`config.mk`:
```
export PLATFORM = sky130hd
export DESIGN_NAME = salc_ctrl
export DESIGN_NICKNAME = d
export VERILOG_FILES = /design/src/rtl/salc_pkg.sv /design/src/rtl/salc_ctrl.sv
export SDC_FILE = /design/constraint.sdc
export NUM_CORES = 1
export LEC_CHECK = 0
export BUFFER_PORTS_ARGS = -buffer_cell sky130_fd_sc_hd__buf_2
export CORE_AREA = 2 2 39 41
export DETAILED_ROUTE_END_ITERATION = 7
export DIE_AREA = 0 0 41 43
export GPL_TIMING_DRIVEN = 1
export PLACE_DENSITY = 0.36
export SLEW_MARGIN = 20
export SYNTH_ARGS = -nofsm -noshare
export SYNTH_HDL_FRONTEND = slang
export SYNTH_SLANG_ARGS = --single-unit
```
`constraint.sdc`:
```
create_clock -name clk_i -period 1.45 [get_ports clk_i]
set_input_delay 0.29 -clock clk_i [delete_from_list [all_inputs] [get_ports clk_i]]
set_output_delay 0.29 -clock clk_i [all_outputs]
set_load 0.01 [all_outputs]
```
`src/rtl/salc_pkg.sv`:
```
package salc_pkg;

  // default sizes
  localparam int DEF_MAX_SETS   = 64;
  localparam int DEF_MAX_WAYS   = 8;
  localparam int DEF_ADDR_WIDTH = 64;

  // fixed field widths
  localparam int TAG_W   = 62;
  localparam int TOTAL_W = 32;
  localparam int MODE_W  = 2;
  localparam int CFG_W   = 6;
  localparam int CIDX_W  = 2;
  localparam int SRAW_W  = 7;
  localparam int SIB_W   = 3;
  localparam int WAYS_W  = 4;
  localparam int OFF_W   = 6;

  // access kinds
  localparam logic [MODE_W-1:0] MODE_MODIFY = 2'd2;

  // configuration register indexes
  localparam logic [CIDX_W-1:0] CFG_SET_BITS = 2'd0;
  localparam logic [CIDX_W-1:0] CFG_WAYS     = 2'd1;
  localparam logic [CIDX_W-1:0] CFG_OFF_BITS = 2'd2;

  // configuration reset values
  localparam logic [SIB_W-1:0]  RST_SET_BITS = 3'd1;
  localparam logic [WAYS_W-1:0] RST_WAYS     = 4'd1;
  localparam logic [OFF_W-1:0]  RST_OFF_BITS = 6'd4;

  // controller to datapath commands
  typedef struct packed {
    logic load;
    logic clear;
    logic rd;
    logic lookup;
    logic update;
    logic last;
  } salc_cmd_t;

  // datapath to controller status
  typedef struct packed {
    logic clear_done;
    logic modify;
  } salc_stat_t;

endpackage

```
`src/rtl/salc_ctrl.sv`:
```
module salc_ctrl (
  input  logic                clk_i,
  input  logic                rst_ni,
  input  logic                start,
  output logic                busy,
  input  salc_pkg::salc_stat_t stat_i,
  output salc_pkg::salc_cmd_t  cmd_o
);
  import salc_pkg::*;

  localparam logic [2:0] S_CLEAR  = 3'd0;
  localparam logic [2:0] S_IDLE   = 3'd1;
  localparam logic [2:0] S_READ   = 3'd2;
  localparam logic [2:0] S_LOOKUP = 3'd3;
  localparam logic [2:0] S_UPDATE = 3'd4;

  logic [2:0] state_q, state_d;
  logic       second_q, second_d;

  // next state and commands
  always_comb begin
    state_d  = state_q;
    second_d = second_q;
    cmd_o    = '0;
    case (state_q)
      S_CLEAR: begin
        cmd_o.clear = 1'b1;
        if (stat_i.clear_done) begin
          state_d = S_IDLE;
        end
      end
      S_IDLE: begin
        if (start) begin
          cmd_o.load = 1'b1;
          second_d   = 1'b0;
          state_d    = S_READ;
        end
      end
      S_READ: begin
        cmd_o.rd = 1'b1;
        state_d  = S_LOOKUP;
      end
      S_LOOKUP: begin
        cmd_o.lookup = 1'b1;
        state_d      = S_UPDATE;
      end
      S_UPDATE: begin
        cmd_o.update = 1'b1;
        if (stat_i.modify && !second_q) begin
          cmd_o.last = 1'b0;
          second_d   = 1'b1;
          state_d    = S_READ;
        end else begin
          cmd_o.last = 1'b1;
          state_d    = S_IDLE;
        end
      end
      default: begin
        state_d = S_IDLE;
      end
    endcase
  end

  // state registers
  always_ff @(posedge clk_i or negedge rst_ni) begin
    if (!rst_ni) begin
      state_q  <= S_CLEAR;
      second_q <= 1'b0;
    end else begin
      state_q  <= state_d;
      second_q <= second_d;
    end
  end

  assign busy = (state_q != S_IDLE);

endmodule

```
======== Word-level counts from Yosys, hierarchy flattened ========
Index checks and enable logic that the tools add are counted.
storage, ports and cells
  logic and storage cells ................. 30
  bits of input ports ..................... 5
  output and inout port bits .............. 7
  register bits ........................... 4
operators by class
  reduce and logical (&&, ||, !) cells .... 6
  muxes and demuxes ....................... 14
  eq/ne operators ......................... 8
operators with widths
  operator            count
  $pmux 3 s5          1
  $mux 1              8
  $eq 3x2->1 const B  2
  $mux 3              2
  $ne 2x2->1 const B  3
  $mux 2              2
  $eq 3x1->1 const B  1
  $eq 3x3->1 const B  1
  $logic_not 3->1     1
  $ne 3x1->1 const B  1
  $reduce_and 3->1    1
  $pmux 1 s2          1
  $reduce_and 2->1    1
  $reduce_bool 2->1   1
  $logic_and 1x1->1   1
  $logic_not 1->1     1

======== Longest topological paths before layout ========
Gate-level depths: netlist of run 1.
  depth in word-level cells ............... 4
  mapped depth ............................ 3
  depth with buffers taken out ............ 3

======== Worst setup path before layout of run 1 ========
Ideal clock, no wire load.
  kind .................................... register to register
  start ................................... register state_q[2]
  end ..................................... register state_q[0]
  arrival ................................. 1048 ps
  path slack .............................. 283 ps
  period minus slack after synthesis ...... 1167 ps
  data required time ...................... 1330 ps
  setup time .............................. 120 ps
  stages on the path, launching flop included .. 3
  path buffers ............................ 0
  cells stage by stage .................... dfrtp_1 -> or4_1 -> and3_1
on the way
  cells in the longest elaborated chain, start to end .. 3
  elaborated cells on any way between the ends .. 9
  classes of those cells .................. eq/ne (6); mux (1); reduce/logical (2)
ends and longest elaborated chain
  what                                                  line             source
  start, declared                                       salc_ctrl.sv:17  logic [2:0] state_q, state_d;
  start signal, assigned                                salc_ctrl.sv:70  state_q <= state_d;
  $eq 3x1->1 / $logic_not 3->1 (equally long branches)  salc_ctrl.sv:25  case (state_q)
  $ne 2x2->1 (no source line)                           -
  $reduce_and 2->1 (no source line)                     -
Parallel ways exist; a longest one is shown, timed or not.
A chain may end at the register's enable or synchronous reset.

==> flow_summary_export.csv, run 1 <==
group,metric,value,unit
run_status,status,"finished, violations left",
run_status,violations,"negative setup slack",
route,avgRoutedWirePerCell,9.77,um
sta,slew_viol_final,0,
synth,syn-num-nets,28,
sta,final-hold-violation-count,0,
cts,clockBufferDepth,2,
sta,fmax,0.679,GHz
placed_design,io_buffers,11,
floorplan,start_util,16.1,%
worst_setup_path,start_kind,"flip-flop",
final_layout,final_core_util,26.2,%
sta,finalCriticalPeriod,1.47,ns
power,ir_worst_vdd,0.979,mV
worst_setup_path,crit_fanout,6,
placed_design,gp_congestion,0.664,
synth,avgSynthCellArea,9.68,sq um
grt,grtUsageTotal,7.56,%
final_layout,areaGrowthSynthToFinish,62.9,%
sta,hold_ws,0.375,ns
sta,tightest_slew,0.202,ns
synth,synth_cells,23,
power,p_leak,0.185,nW
floorplan,fp.dieH,43,um
worst_setup_path,crit_type,"flip-flop to output pin",
final_layout,final_nets,47,
floorplan,core_area,1380,sq um
grt,antenna_found_initial,0,
synth,synthTopCellsByArea,"dfrtp_1 45%, nor2b_1 8.4%, and2_1 5.6%",
cts,clk_pin_slew,0.04,ns
grt,grt_max_degree,7,
hold_path,hold_path_class,"input pin to asynchronous set/reset pin",
synth,seq_area_frac_synth,44.9,%
final_layout,finalNonFillerCells,56,
final_layout,antenna_cells,0,
synth,synth.ff_latch_count,4,
flow_run,drv_cap,0,
floorplan,fp.dieArea,1760,sq um
route,antenna_left,0,
placed_design,placed_cells,49,
floorplan,num_io_pins,12,
sta,fin_skew,0.00270,ns
route,vias_per_cell,3.95,
cts,insertion_delay,0.24,ns
cts,cts_num_sinks,4,
worst_setup_path,arrival,1.18,ns
synth,yosysTopAreaCellShare,44.9,%
sta,fin_ws,-0.0224,ns
grt,grt_overflow_total,0,
sta,period_share,102,%
cts,cts-buffers-inserted,3,
route,drcViolationCount,0,
final_layout,layout-drive-gt1-share,57.5,%
route,totalWireLength,547,um
cts,root_buffer,"clkbuf_4",
cts,htreeDepth,1,
sta,slew-limit-headroom,86.5,%
sta,fin_setup_tns,-0.0224,ns
synth,netlist_area,223,sq um
floorplan,num_rows,14,
cts,cts_tree,"done",
power,power,0.000709,W
synth,ys_types,15,
worst_setup_path,cp-end-kind,"output pin",
final_layout,final_common_cell,"buf_2",
route,drt-initial-drc-count,2,
synth,synth_top_area_cell,"dfrtp_1",
route,num_vias,221,
route,dr.pass1.iters,3,
sta,rsz0062_at_grt,"yes",
grt,grt_pass1_wl,828,um
worst_setup_path,cp.required,1.16,ns
sta,setup_viol,1,
final_layout,final_cell_mix,"10 x buf_2, 3 x nand2_1, 3 x clkbuf_4, 3 x buf_4, 3 x dfrtp_2",
power,power.density,1960,nW/um^2
floorplan,die_w,41,um
grt,grt_pass1_vias,193,
synth,yosysWarnings,0,
==> logic make-up (layout without fill, tap and decap cells) <==
kind of cell,Yosys count,in the layout,share of synthesized area [%]
buffers and inverters,2,19,5.06
AOI/OAI and AO/OA,1,1,2.25
and+or+nand+nor,16,16,47.8
DFF,4,4,44.9
==> critical path, stage by stage (launching register included) <==
cell	delay [ns]
dfrtp_2	0.43
nor3b_2	0.24
nor2b_1	0.15
buf_2	0.13
==> Yosys cell counts, drive strengths merged <==
library cell	n
nand3b	1
nor2b	3
and3	1
or4	1
nand2	3
buf	1
inv	1
o21ai	1
nor3	1
nand4bb	1
nor3b	2
nand2b	1
dfrtp	4
and2	2
==> metrics by stage <==
step	cell area, sq um	worst slack [ns]
floorplan	223	0.283
global placement	290	0.219
detailed placement	290	0.202
CTS	343	-0.0203
global route	363	-0.105
finish	363	-0.0224
==> registers in the layout, indices dropped and copies added, names as in the netlist <==
signal and count:
second_q 1, state_q 3
==> worst paths after layout <==
path,slack [ns],end,cells past startpoint,from
worst max-delay path,-0.02,cmd_o[0],3,state_q[0]
worst min-delay path,0.38,state_q[2],2,rst_ni
worst max register to register,0.14,state_q[0],3,state_q[1]
worst min register to register,0.48,second_q,2,second_q
max in group asynchronous,0.94,state_q[1],2,rst_ni
min in group clk_i,0.38,state_q[0],3,stat_i[1]
==> per-layer routing <==
metal,share of wire [%],global-route usage [%],vias up
li1,-,-,113
met1,52,11.1,95
met2,37,7.19,11
met3,8.0,6.28,2
met4,3.1,4.00,0
met5,0,0,-
==> power breakdown <==
group | switching (W) | internal [W] | total (W)
combinational | 0.000153 | 0.000189 | 0.000343
clock | 0.0000497 | 0.0000929 | 0.000143
sequential | 0.0000614 | 0.000163 | 0.000224
==> what timing repair did <==
item,CTS,global route
setup buffers,2,1
resized for setup,3,4
hold buffers,1,0
setup endpoints to repair,3,6
hold endpoints to repair,4,0
pin swaps,1,1
==> cell type report <==
cell class / count / area (sq um)
fillers: 158 / 1020
flip-flops and latches: 4 / 104
repair buffers: 15 / 93.8
multi-input cells: 17 / 119
inverters: 1 / 3.75
clock buffers: 3 / 22.5
well taps: 16 / 20.0
(Power assumes the default switching activity.)
==> run 2: changes to the inputs <==
--- a/config.mk
+++ b/config.mk
@@ -5,13 +5,14 @@
 export SDC_FILE = /design/constraint.sdc
 export NUM_CORES = 1
 export LEC_CHECK = 0
-export BUFFER_PORTS_ARGS = -buffer_cell sky130_fd_sc_hd__buf_2
 export CORE_AREA = 2 2 39 41
 export DETAILED_ROUTE_END_ITERATION = 7
 export DIE_AREA = 0 0 41 43
+export DONT_BUFFER_PORTS = 1
 export GPL_TIMING_DRIVEN = 1
-export PLACE_DENSITY = 0.36
+export PLACE_DENSITY = 0.3
 export SLEW_MARGIN = 20
 export SYNTH_ARGS = -nofsm -noshare
 export SYNTH_HDL_FRONTEND = slang
 export SYNTH_SLANG_ARGS = --single-unit
+export TNS_END_PERCENT = 30
==> constraint.sdc (replaced) <==
create_clock -name clk_i -period 1.45 [get_ports clk_i]
set_input_delay 0.29 -clock clk_i [delete_from_list [all_inputs] [get_ports clk_i]]
set_output_delay 0.29 -clock clk_i [all_outputs]
set_load 0.02 [all_outputs]
==> flow_summary_export.csv, run 2 (synthesis results as in run 1) <==
group,metric,value,unit
floorplan,num_io_pins,12,
hold_path,hold_path_class,"input pin to flip-flop",
route,drcViolationCount,0,
sta,rsz0062_at_grt,"yes",
power,switchingPower,0.000314,W
cts,cts_tree,"done",
floorplan,start_util,16.1,%
worst_setup_path,cp-end-kind,"output pin",
floorplan,die_w,41,um
final_layout,final_common_cell,"buf_4",
grt,grtUsageTotal,8.77,%
cts,htreeDepth,1,
power,power,0.000754,W
final_layout,final_nets,40,
final_layout,top_regs,"state_q: 3 flops, second_q: 1 flops",
placed_design,gp_congestion,0.667,
route,num_vias,198,
grt,grt_pass1_wl,938,um
worst_setup_path,crit_path_max_incr_delay,0.44,ns
cts,root_buffer,"clkbuf_4",
sta,fin_setup_tns,-0.0179,ns
power,power_switching_share,41.6,%
sta,slew-limit-headroom,85.3,%
sta,setup_viol,1,
power,pwr-share-comb,50.5,%
worst_setup_path,r2r_cells,3,
cts,clockBufferDepth,2,
floorplan,fp.dieArea,1760,sq um
grt,grt_pass1_vias,210,
grt,grt_max_degree,7,
power,clkPwrFrac,18.6,%
grt,grt_overflow_total,0,
final_layout,areaGrowthSynthToFinish,50.0,%
route,avgRoutedWirePerCell,11.2,um
worst_setup_path,crit_fanout,5,
hold_path,hold_path_depth,2,
sta,finalCriticalPeriod,1.47,ns
route,drt-initial-drc-count,0,
worst_setup_path,crit_type,"flip-flop to output pin",
power,pwr-share-seq,30.8,%
placed_design,placed_cells,42,
sta,tightest_slew,0.222,ns
sta,period_share,101,%
grt,antenna_found_initial,0,
sta,fin_skew,0.00659,ns
power,p_leak,0.154,nW
power,p_int,0.000440,W
cts,cts_num_sinks,4,
cts,insertion_delay,0.24,ns
worst_setup_path,arrival,1.18,ns
final_layout,final_cell_mix,"7 x buf_4, 3 x nand2_1, 3 x clkbuf_4, 3 x dfrtp_2, 2 x nor2b_1",
placed_design,io_buffers,0,
sta,slew_viol_final,0,
final_layout,largest_reg_flops,3,
sta,fmax,0.681,GHz
final_layout,num-fill-cells,159,
final_layout,antenna_cells,0,
final_layout,layout-drive-gt1-share,51.5,%
route,totalWireLength,551,um
placed_design,dp_hpwl,371,um
final_layout,multiInputGateArea,121,sq um
floorplan,num_rows,14,
flow_run,drv_cap,0,
floorplan,core_area,1380,sq um
cts,clk_pin_slew,0.04,ns
power,ir_worst_vdd,0.631,mV
route,antenna_left,0,
final_layout,finalNonFillerCells,49,
route,vias_per_cell,4.04,
placed_design,dp_slack,0.185,ns
final_layout,regMostFlops,"state_q",
floorplan,fp.dieH,43,um
sta,fin_ws,-0.0179,ns
worst_setup_path,critPathSlowestCell,"dfrtp_2",
final_layout,ff_latch_area,104,sq um
run_status,violations,"negative setup slack",
run_status,status,"finished, violations left",
worst_setup_path,path_cells,"nor3b_4 > nor2b_1 > buf_4",
power,power.density,2260,nW/um^2
worst_setup_path,cp.required,1.16,ns
cts,cts-buffers-inserted,3,
worst_setup_path,start_kind,"flip-flop",
sta,final-hold-violation-count,0,
route,dr.pass1.iters,1,
[run 2: changes by cell type in the layout (fill, tap and decap cells not counted), sizes merged]
cell and change:
buf -7
[run 2: cell type report]
| cell class | instances | area share, % |
|---|---|---|
| clock buffers | 3 | 6.74 |
| flip-flops and latches | 4 | 31.1 |
| repair buffers | 8 | 18.7 |
| well taps | 16 | 5.99 |
| multi-input cells | 17 | 36.3 |
| inverters | 1 | 1.12 |
[run 2: worst paths after layout]
path                       startpoint         end  slack (ns)
max in group asynchronous      rst_ni  state_q[1]        0.94
min in group asynchronous      rst_ni    second_q        0.32
setup / recovery           state_q[0]    cmd_o[0]       -0.02
hold reg to reg              second_q    second_q        0.47
setup reg to reg           state_q[0]  state_q[0]        0.10
hold / removal              stat_i[1]  state_q[0]        0.29
[run 2: stage by stage]
stage,cell area (sq um),hold slack [ns],utilization [%]
floorplan,223,-0.00559,-
global placement,265,-0.00550,19.2
detailed placement,265,-0.00548,19.2
CTS,315,0.286,22.8
global route,334,0.300,24.1
finish,334,0.294,24.1
[run 2: power groups by stage]
stage | clock (W) | combinational [W] | sequential, W
final | 0.000140 | 0.000381 | 0.000233
after global routing | 0.000158 | 0.000416 | 0.000249
after CTS | 0.000145 | 0.000351 | 0.000219
after detailed placement | 0 | 0.000303 | 0.000225
after global placement | 0 | 0.000309 | 0.000227
after floorplan | 0 | 0.000240 | 0.000202
[run 2: timing repair]
item / 4_1_cts / 5_1_grt
setup buffers: 2 / 1
hold buffers: 1 / 0
endpoints found under the hold margin: 4 / 0
setup endpoints to repair: 3 / 5
pin swaps: 1 / 1
resized for setup: 2 / 5
[run 2: metal layers]
metal	routed length [um]	GRT usage, %
met1	231	11.1
met2	275	9.69
met3	45	3.66
met4	0	10.0
met5	0	0
[run 2: critical path, delay by kind of cell, from the launching register on]
family	cells	cell delay [ns]
buf+inv	1	0.14
flops	1	0.44
simple gates	2	0.36
